$ cat config.mk
export PLATFORM = sky130hd
export DESIGN_NAME = z80_alu_with_flags_unit
export DESIGN_NICKNAME = d
export VERILOG_FILES = /design/src/design/z80alu_pkg.sv /design/src/design/z80alu_core.sv /design/src/design/z80_alu_with_flags_unit.sv
export SDC_FILE = /design/constraint.sdc
export NUM_CORES = 1
export LEC_CHECK = 0
export BUFFER_PORTS_ARGS = -buffer_cell sky130_fd_sc_hd__buf_2
export CORE_UTILIZATION = 65
export DETAILED_ROUTE_END_ITERATION = 7
export PLACE_DENSITY = 0.88
export SYNTH_ARGS = -nofsm -noshare
export SYNTH_HDL_FRONTEND = slang
export SYNTH_SLANG_ARGS = --single-unit
$ cat constraint.sdc
create_clock -name clk_i -period 11.9 [get_ports clk_i]
set_input_delay 1.785 -clock clk_i [delete_from_list [all_inputs] [get_ports clk_i]]
set_output_delay 1.785 -clock clk_i [all_outputs]
set_load 0.05 [all_outputs]
$ cat src/design/z80alu_pkg.sv
`timescale 1ns / 1ps
`default_nettype none

package z80alu_pkg;

  typedef enum logic [4:0] {
    CMD_ADD8  = 5'd0,
    CMD_ADC8  = 5'd1,
    CMD_SUB8  = 5'd2,
    CMD_SBC8  = 5'd3,
    CMD_AND   = 5'd4,
    CMD_XOR   = 5'd5,
    CMD_OR    = 5'd6,
    CMD_INC   = 5'd7,
    CMD_DEC   = 5'd8,
    CMD_RLC   = 5'd9,
    CMD_RRC   = 5'd10,
    CMD_RL    = 5'd11,
    CMD_RR    = 5'd12,
    CMD_SLA   = 5'd13,
    CMD_SRA   = 5'd14,
    CMD_SLL   = 5'd15,
    CMD_SRL   = 5'd16,
    CMD_ADD16 = 5'd17,
    CMD_ADC16 = 5'd18,
    CMD_SBC16 = 5'd19,
    CMD_IN    = 5'd20,
    CMD_LDF   = 5'd21
  } cmd_e;

  typedef struct packed {
    logic s;
    logic z;
    logic h;
    logic pv;
    logic n;
    logic c;
  } flag_t;

  // S7 Z6 H4 PV2 N1 C0, bits 5 and 3 read as zero
  function automatic logic [7:0] pack_flags(flag_t f);
    return {f.s, f.z, 1'b0, f.h, 1'b0, f.pv, f.n, f.c};
  endfunction

  function automatic flag_t unpack_flags(logic [7:0] v);
    flag_t f;
    f.s  = v[7];
    f.z  = v[6];
    f.h  = v[4];
    f.pv = v[2];
    f.n  = v[1];
    f.c  = v[0];
    return f;
  endfunction

endpackage

`default_nettype wire

$ cat src/design/z80alu_core.sv
`timescale 1ns / 1ps
`default_nettype none

module z80alu_core import z80alu_pkg::*; (
  input  logic [4:0]  cmd_i,
  input  logic [15:0] a_i,
  input  logic [15:0] b_i,
  input  flag_t       flags_i,
  output logic [15:0] result_o,
  output flag_t       flags_o
);

  logic [7:0]  a8;
  logic [7:0]  b8;
  logic        cin8;
  logic        cin16;
  logic [8:0]  add9;
  logic [8:0]  sub9;
  logic [4:0]  addh5;
  logic [4:0]  subh5;
  logic [16:0] add17;
  logic [16:0] sub17;
  logic [12:0] addh13;
  logic [12:0] subh13;
  logic [7:0]  inc8;
  logic [7:0]  dec8;
  logic [7:0]  sh8;
  logic        sh_out;
  logic [7:0]  r8;

  assign a8 = a_i[7:0];
  assign b8 = b_i[7:0];
  assign cin8  = ((cmd_i == CMD_ADC8) || (cmd_i == CMD_SBC8)) ? flags_i.c : 1'b0;
  assign cin16 = (cmd_i == CMD_ADD16) ? 1'b0 : flags_i.c;

  assign add9   = {1'b0, a8} + {1'b0, b8} + {8'd0, cin8};
  assign sub9   = {1'b0, a8} - {1'b0, b8} - {8'd0, cin8};
  assign addh5  = {1'b0, a8[3:0]} + {1'b0, b8[3:0]} + {4'd0, cin8};
  assign subh5  = {1'b0, a8[3:0]} - {1'b0, b8[3:0]} - {4'd0, cin8};
  assign add17  = {1'b0, a_i} + {1'b0, b_i} + {16'd0, cin16};
  assign sub17  = {1'b0, a_i} - {1'b0, b_i} - {16'd0, cin16};
  assign addh13 = {1'b0, a_i[11:0]} + {1'b0, b_i[11:0]} + {12'd0, cin16};
  assign subh13 = {1'b0, a_i[11:0]} - {1'b0, b_i[11:0]} - {12'd0, cin16};
  assign inc8   = a8 + 8'd1;
  assign dec8   = a8 - 8'd1;

  // rotate and shift group
  always_comb begin
    sh8    = a8;
    sh_out = 1'b0;
    case (cmd_i)
      CMD_RLC: begin sh8 = {a8[6:0], a8[7]};      sh_out = a8[7]; end
      CMD_RRC: begin sh8 = {a8[0], a8[7:1]};      sh_out = a8[0]; end
      CMD_RL:  begin sh8 = {a8[6:0], flags_i.c};  sh_out = a8[7]; end
      CMD_RR:  begin sh8 = {flags_i.c, a8[7:1]};  sh_out = a8[0]; end
      CMD_SLA: begin sh8 = {a8[6:0], 1'b0};       sh_out = a8[7]; end
      CMD_SRA: begin sh8 = {a8[7], a8[7:1]};      sh_out = a8[0]; end
      CMD_SLL: begin sh8 = {a8[6:0], 1'b1};       sh_out = a8[7]; end
      CMD_SRL: begin sh8 = {1'b0, a8[7:1]};       sh_out = a8[0]; end
      default: begin sh8 = a8;                    sh_out = 1'b0;  end
    endcase
  end

  always_comb begin
    r8       = 8'd0;
    result_o = 16'd0;
    flags_o  = flags_i;
    case (cmd_i)
      CMD_ADD8, CMD_ADC8: begin
        r8 = add9[7:0];
        flags_o.s  = r8[7];
        flags_o.z  = (r8 == 8'd0);
        flags_o.h  = addh5[4];
        flags_o.pv = ~(a8[7] ^ b8[7]) & (a8[7] ^ r8[7]);
        flags_o.n  = 1'b0;
        flags_o.c  = add9[8];
        result_o   = {8'd0, r8};
      end
      CMD_SUB8, CMD_SBC8: begin
        r8 = sub9[7:0];
        flags_o.s  = r8[7];
        flags_o.z  = (r8 == 8'd0);
        flags_o.h  = subh5[4];
        flags_o.pv = (a8[7] ^ b8[7]) & (a8[7] ^ r8[7]);
        flags_o.n  = 1'b1;
        flags_o.c  = sub9[8];
        result_o   = {8'd0, r8};
      end
      CMD_AND, CMD_XOR, CMD_OR: begin
        if (cmd_i == CMD_AND) begin
          r8 = a8 & b8;
        end else if (cmd_i == CMD_XOR) begin
          r8 = a8 ^ b8;
        end else begin
          r8 = a8 | b8;
        end
        flags_o.s  = r8[7];
        flags_o.z  = (r8 == 8'd0);
        flags_o.h  = (cmd_i == CMD_AND);
        flags_o.pv = ~^r8;
        flags_o.n  = 1'b0;
        flags_o.c  = 1'b0;
        result_o   = {8'd0, r8};
      end
      CMD_INC: begin
        r8 = inc8;
        flags_o.s  = r8[7];
        flags_o.z  = (r8 == 8'd0);
        flags_o.h  = (r8[3:0] == 4'h0);
        flags_o.pv = (r8 == 8'h80);
        flags_o.n  = 1'b0;
        result_o   = {8'd0, r8};
      end
      CMD_DEC: begin
        r8 = dec8;
        flags_o.s  = r8[7];
        flags_o.z  = (r8 == 8'd0);
        flags_o.h  = (r8[3:0] == 4'hF);
        flags_o.pv = (r8 == 8'h7F);
        flags_o.n  = 1'b1;
        result_o   = {8'd0, r8};
      end
      CMD_RLC, CMD_RRC, CMD_RL, CMD_RR, CMD_SLA, CMD_SRA, CMD_SLL, CMD_SRL: begin
        r8 = sh8;
        flags_o.s  = r8[7];
        flags_o.z  = (r8 == 8'd0);
        flags_o.h  = 1'b0;
        flags_o.pv = ~^r8;
        flags_o.n  = 1'b0;
        flags_o.c  = sh_out;
        result_o   = {8'd0, r8};
      end
      CMD_ADD16: begin
        // S, Z and PV stay as they were
        flags_o.h = addh13[12];
        flags_o.n = 1'b0;
        flags_o.c = add17[16];
        result_o  = add17[15:0];
      end
      CMD_ADC16: begin
        flags_o.s  = add17[15];
        flags_o.z  = (add17[15:0] == 16'd0);
        flags_o.h  = addh13[12];
        flags_o.pv = ~(a_i[15] ^ b_i[15]) & (a_i[15] ^ add17[15]);
        flags_o.n  = 1'b0;
        flags_o.c  = add17[16];
        result_o   = add17[15:0];
      end
      CMD_SBC16: begin
        flags_o.s  = sub17[15];
        flags_o.z  = (sub17[15:0] == 16'd0);
        flags_o.h  = subh13[12];
        flags_o.pv = (a_i[15] ^ b_i[15]) & (a_i[15] ^ sub17[15]);
        flags_o.n  = 1'b1;
        flags_o.c  = sub17[16];
        result_o   = sub17[15:0];
      end
      CMD_IN: begin
        r8 = a8;
        flags_o.s  = r8[7];
        flags_o.z  = (r8 == 8'd0);
        flags_o.h  = 1'b0;
        flags_o.pv = ~^r8;
        flags_o.n  = 1'b0;
        result_o   = {8'd0, r8};
      end
      CMD_LDF: begin
        flags_o  = unpack_flags(a8);
        result_o = {8'd0, pack_flags(unpack_flags(a8))};
      end
      default: begin
        // unused codes leave the flags alone and return zero
        result_o = 16'd0;
        flags_o  = flags_i;
      end
    endcase
  end

endmodule

`default_nettype wire

$ cat src/design/z80_alu_with_flags_unit.sv
`timescale 1ns / 1ps
`default_nettype none

// Z80 ALU with its flag register. One command per transaction: the operands are
// captured in an input register, the ALU and flag logic are combinational, and
// the 16-bit result with the packed flag byte (S7 Z6 H4 PV2 N1 C0) lands in an
// output register, so a result passes the input register and then the output
// register. Throughput is one command per cycle while the output is not
// stalled, set by the combinational path from the input register through the
// ALU to the flag register, which supplies carry-in to the next command. The
// flag register updates as each command leaves the input register, so
// back-to-back commands see the flags of their predecessor. Flags reset to zero.
module z80_alu_with_flags_unit import z80alu_pkg::*; (
  input  logic        clk_i,
  input  logic        rst_ni,
  input  logic        in_valid_i,
  output logic        in_ready_o,
  input  logic [4:0]  command_i,
  input  logic [15:0] operand_a_i,
  input  logic [15:0] operand_b_i,
  output logic        out_valid_o,
  input  logic        out_ready_i,
  output logic [15:0] result_o,
  output logic [7:0]  flags_o
);

  logic        s1_valid_q;
  logic [4:0]  s1_cmd_q;
  logic [15:0] s1_a_q;
  logic [15:0] s1_b_q;
  flag_t       flags_q;
  logic        out_valid_q;
  logic [15:0] result_q;
  logic [7:0]  out_flags_q;

  logic        out_free;
  logic        s1_adv;
  logic        in_acc;
  logic [15:0] alu_result;
  flag_t       alu_flags;

  assign out_free   = !out_valid_q || out_ready_i;
  assign s1_adv     = s1_valid_q && out_free;
  assign in_ready_o = !s1_valid_q || out_free;
  assign in_acc     = in_valid_i && in_ready_o;

  z80alu_core u_core (
    .cmd_i    (s1_cmd_q),
    .a_i      (s1_a_q),
    .b_i      (s1_b_q),
    .flags_i  (flags_q),
    .result_o (alu_result),
    .flags_o  (alu_flags)
  );

  always_ff @(posedge clk_i or negedge rst_ni) begin
    if (!rst_ni) begin
      s1_valid_q  <= 1'b0;
      out_valid_q <= 1'b0;
      flags_q     <= '0;
    end else begin
      if (in_ready_o) begin
        s1_valid_q <= in_valid_i;
      end
      if (out_free) begin
        out_valid_q <= s1_valid_q;
      end
      if (s1_adv) begin
        flags_q <= alu_flags;
      end
    end
  end

  always_ff @(posedge clk_i) begin
    if (in_acc) begin
      s1_cmd_q <= command_i;
      s1_a_q   <= operand_a_i;
      s1_b_q   <= operand_b_i;
    end
    if (s1_adv) begin
      result_q    <= alu_result;
      out_flags_q <= pack_flags(alu_flags);
    end
  end

  assign out_valid_o = out_valid_q;
  assign result_o    = result_q;
  assign flags_o     = out_flags_q;

endmodule

`default_nettype wire

==> results.md <==
- The number of nets at the end of the flow is 938.
- Clock-pin slew was measured on the worst setup and hold paths at 80 ps.
- The highest metal layer with signal wires is met4.
- The number of antenna violations at the first check in global routing was 0.
- The finished layout holds 955 standard cells, fillers aside.
- The clock network power share is 19.2%.
- Counting the buffers created by CTS gives 9.
- The cell total after placement is 939.
- The H-tree depth is 3.
- The first global-routing pass estimated 32,200 um of wire.
- The number of rows in the core area is 37.
- The worst path uses 40.0% of the clock period.
- The DRC violation count after routing is 0.
- The floorplan die width is 105 um.
- The number of gates resized after CTS was 0.
- The proportion of netlist area held by the largest area contributor is 25.7%.
- The first-pass iteration count of the detailed router is 7.
- The number of global-route vias before repair is 6,062.
- The post-synthesis cell type count is 81.
- In this run the deepest clock path goes through 2 buffers.
- The final worst hold slack is 510 ps.
- The sequential cell area in the final layout is 1970 um2.
- The source-to-sink clock delay at the later pin of the worst-skew pair is 390 ps.
- The die covers 11,000 um2.
- In the synthesized netlist, the number of instances is 777.
- The all-layer global routing usage is 38.4%.
- After legalization and detailed placement, the total HPWL measured 15,800 um.
- The signal arrival time at the worst endpoint is 5000 ps.
- The clock root buffer is sky130_fd_sc_hd__clkbuf_8.
- The worst-case IR drop observed on VDD is 97.6 uV.
- The number of enable flip-flop cells after synthesis is 59.
- The worst endpoint required time is 12,150 ps.
- Setup violations remaining at the end of the flow were counted as 0.
- TritonCTS built the clock tree.
- The post-CTS setup buffer count is 0.
- The kind of end point of the critical path is a flop.
- For this design, the sink count on the clock tree is 67.
- The minimum clock period is 4760 ps.
- Summed over all nets, wire length on met2 after detailed routing comes to 8770 um.
- The total detailed-routing wirelength is 20,600 um.
- Clock skew on the completed layout was measured at 18.5 ps.
- The synthesized area per cell is 8.88 um2.
- The worst setup path is of the reg -> reg kind.
- The analysis attributes to cell leakage a power of 3.06 nW.
- The cts-stage hold buffer count is 0.
- The flow ran to the end, and the final reports show no timing, DRC or antenna violations.
- In the final layout, the multi-input gates occupy 4500 um2.
- The timing-limited maximum frequency is 0.210 GHz.
- The final-report hold violation count is 0.
- In the final routed layout, each cell accounts on average for 21.6 um.
- The final antenna diode count is 0.
- The number of top-level pins is 67.
- The number of inserted filler cells in the final layout is 782.
- Of all nets on the critical path, the largest fanout is 28.
- Of the total power, registers draw 35.8%.
- For this run the aggregate overflow at the end of global routing stands at 0.
- In this run the cell area of the synthesized design comes to 6900 um2.
- Power spread over the standard cell area amounts to 116 nW/um2.
- The path class of the tightest hold or removal check is reg -> reg.
- The share of the core filled with cells is 71.5%.
- The total of max-cap violations is 0.
- Counting flops with an async set or reset pin after synthesis yields a share of 11.9%.
- In this run, synthesis produced a sequential element count of 67.
- From synthesis to final layout, the design area changed by 7.00%.
- Net switching is 42.1% of the power.
- The floorplan step defined a core boundary enclosing 10,300 um2.
- Once detail routing completed, the nets flagged for antenna violations numbered 0.
- The die is 105 um tall.
- In this run the tightest slew margin relative to its limit is 24.8%.
- sky130_fd_sc_hd__edfxtp_1 takes more of the synthesized area than any other cell.
- Setup repair after global routing left no endpoint under its margin.
- In the final routing, the length of wire on met1 measures 8490 um.
- The detailed-routed wire length on met3 is 2410 um.
- The switching component of the power is 362 uW.
- The post-synthesis sequential area ratio is 28.6%.
- The design internal power is 498 uW.
- The most used flip-flop cell after synthesis is sky130_fd_sc_hd__edfxtp_1.
- Buffers placed on the I/O ports in this run total 64.
- STA classifies the critical path startpoint as a flop.
- The max-slew violation total from the final report is 0.
- Using the TritonRoute via totals, the vias-per-cell ratio works out to 6.77.
- The starting density of the core is 66.9%.
- The detailed router's first-iteration violation count is 818.
- Of the total power, combinational logic draws 45.1%.
- Yosys attributes the largest share of cell area to sky130_fd_sc_hd__edfxtp_1 26%, sky130_fd_sc_hd__ha_1 14%, sky130_fd_sc_hd__xnor2_1 4.7%.
- Entering global routing, the biggest net connects 38 pins.
- Of the cells placed in the final design, the portion with a size suffix greater than 1 is 12.9%.
- The routed via count is 6,467.
- The yosys synthesis warning count is 0.
- In the final timing run, aggregate negative setup slack is 0 ps.
- The slew of the pin with the lowest slew margin is 1120 ps.
- The placer's final routability congestion estimate is 1.07.
==> routing by layer <==
layer	GRT usage, %	vias up
li1	-	2935
met1	52.3	3031
met2	54.7	430
met3	10.7	71
met4	21.5	0
met5	0	-
==> per-stage QoR <==
step	cell area, um2	power [mW]	setup WS, ps
3_3_place_gp	7220	0.674	7510
3_5_place_dp	7220	0.684	7380
5_1_grt	7390	0.899	6890
2_1_floorplan	6910	0.592	7850
6_report	7390	0.860	7140
4_1_cts	7390	0.849	7360
==> cells in the mapped netlist, types with 18 or more instances <==
cell type	number
sky130_fd_sc_hd__a21oi_1	52
sky130_fd_sc_hd__clkbuf_1	19
sky130_fd_sc_hd__edfxtp_1	59
sky130_fd_sc_hd__ha_1	75
sky130_fd_sc_hd__inv_1	59
sky130_fd_sc_hd__nand2_1	46
sky130_fd_sc_hd__nand3_1	18
sky130_fd_sc_hd__nor2_1	55
sky130_fd_sc_hd__nor3_1	18
sky130_fd_sc_hd__o21ai_0	40
sky130_fd_sc_hd__xnor2_1	37
sky130_fd_sc_hd__xor2_1	21
==> cell families after synthesis <==
family / after synthesis / synth area share [%]
mux: 20 / 3.23
fa+ha+maj: 83 / 15.9
buf+inv: 103 / 6.27
other cells: 1 / 0.0543
flops: 67 / 28.6
xor+xnor: 58 / 7.36
simple gates: 208 / 15.2
compound gates: 237 / 23.4
==> worst paths after layout <==
path / end / cells past startpoint / slack, ps / start
min in group asynchronous: flags_q[4] / 1 / 1230 / rst_ni
hold / removal: flags_q[5] / 1 / 510 / flags_q[5]
setup / recovery: flags_o[6] / 16 / 7140 / s1_cmd_q[4]
hold reg to reg: flags_q[5] / 1 / 510 / flags_q[5]
max in group asynchronous: flags_q[0] / 1 / 10480 / rst_ni
setup reg to reg: flags_o[6] / 16 / 7140 / s1_cmd_q[4]
==> power by group through the flow <==
stage               clock network [mW]  registers, mW  logic (mW)
finish                           0.165          0.307       0.387
global route                     0.175          0.310       0.414
CTS                              0.168          0.306       0.375
detailed placement                   0          0.311       0.373
global placement                     0          0.310       0.364
floorplan                            0          0.331       0.261
==> cell usage in the layout (no fill, tap or decap), drive strengths merged, types with 10 or more instances in the layout <==
| cell | netlist | layout |
|---|---|---|
| mux2i | 12 | 12 |
| nand4 | 10 | 10 |
| ha | 75 | 75 |
| a221oi | 13 | 13 |
| buf | 25 | 69 |
| a21oi | 53 | 53 |
| nand2 | 46 | 46 |
| inv | 59 | 59 |
| clkbuf | 19 | 11 |
| nand2b | 17 | 17 |
| xor2 | 21 | 21 |
| nor3 | 18 | 18 |
| xnor2 | 37 | 37 |
| edfxtp | 59 | 59 |
| o21ai | 46 | 46 |
| nor2 | 56 | 56 |
| a21o | 12 | 12 |
| a211oi | 11 | 11 |
| o22ai | 15 | 15 |
| nand3 | 18 | 18 |
==> state kept, by name, indices dropped and copies added (netlist names) <==
name         flops
s1_cmd_q         5
s1_valid_q       1
s1_b_q          16
flags_q          6
result_o        16
flags_o          6
s1_a_q          16
out_valid_o      1
==> cell type report <==
type / instances / area share (%)
Multi-Input combinational cell: 608 / 61.0
Sequential cell: 67 / 26.7
Timing Repair Buffer: 69 / 4.84
Inverter: 59 / 3.00
Tap cell: 136 / 2.30
Clock buffer: 11 / 1.78
Clock inverter: 5 / 0.407
==> worst max-delay path: stages, from the launching register on <==
cell and delay (ps):
sky130_fd_sc_hd__edfxtp_1 960, sky130_fd_sc_hd__and2b_1 300, sky130_fd_sc_hd__nand2b_1 130, sky130_fd_sc_hd__o21ai_0 400, sky130_fd_sc_hd__inv_1 110, sky130_fd_sc_hd__fa_1 450, sky130_fd_sc_hd__inv_1 100, sky130_fd_sc_hd__fa_1 250
sky130_fd_sc_hd__nor2b_1 90, sky130_fd_sc_hd__o31a_1 270, sky130_fd_sc_hd__nor2_1 170, sky130_fd_sc_hd__xnor2_1 160, sky130_fd_sc_hd__nor4_1 450, sky130_fd_sc_hd__and4b_1 240, sky130_fd_sc_hd__and4b_1 240, sky130_fd_sc_hd__nand4_1 140
sky130_fd_sc_hd__a21oi_1 160
Note: power is estimated with default switching activity, not from simulation.
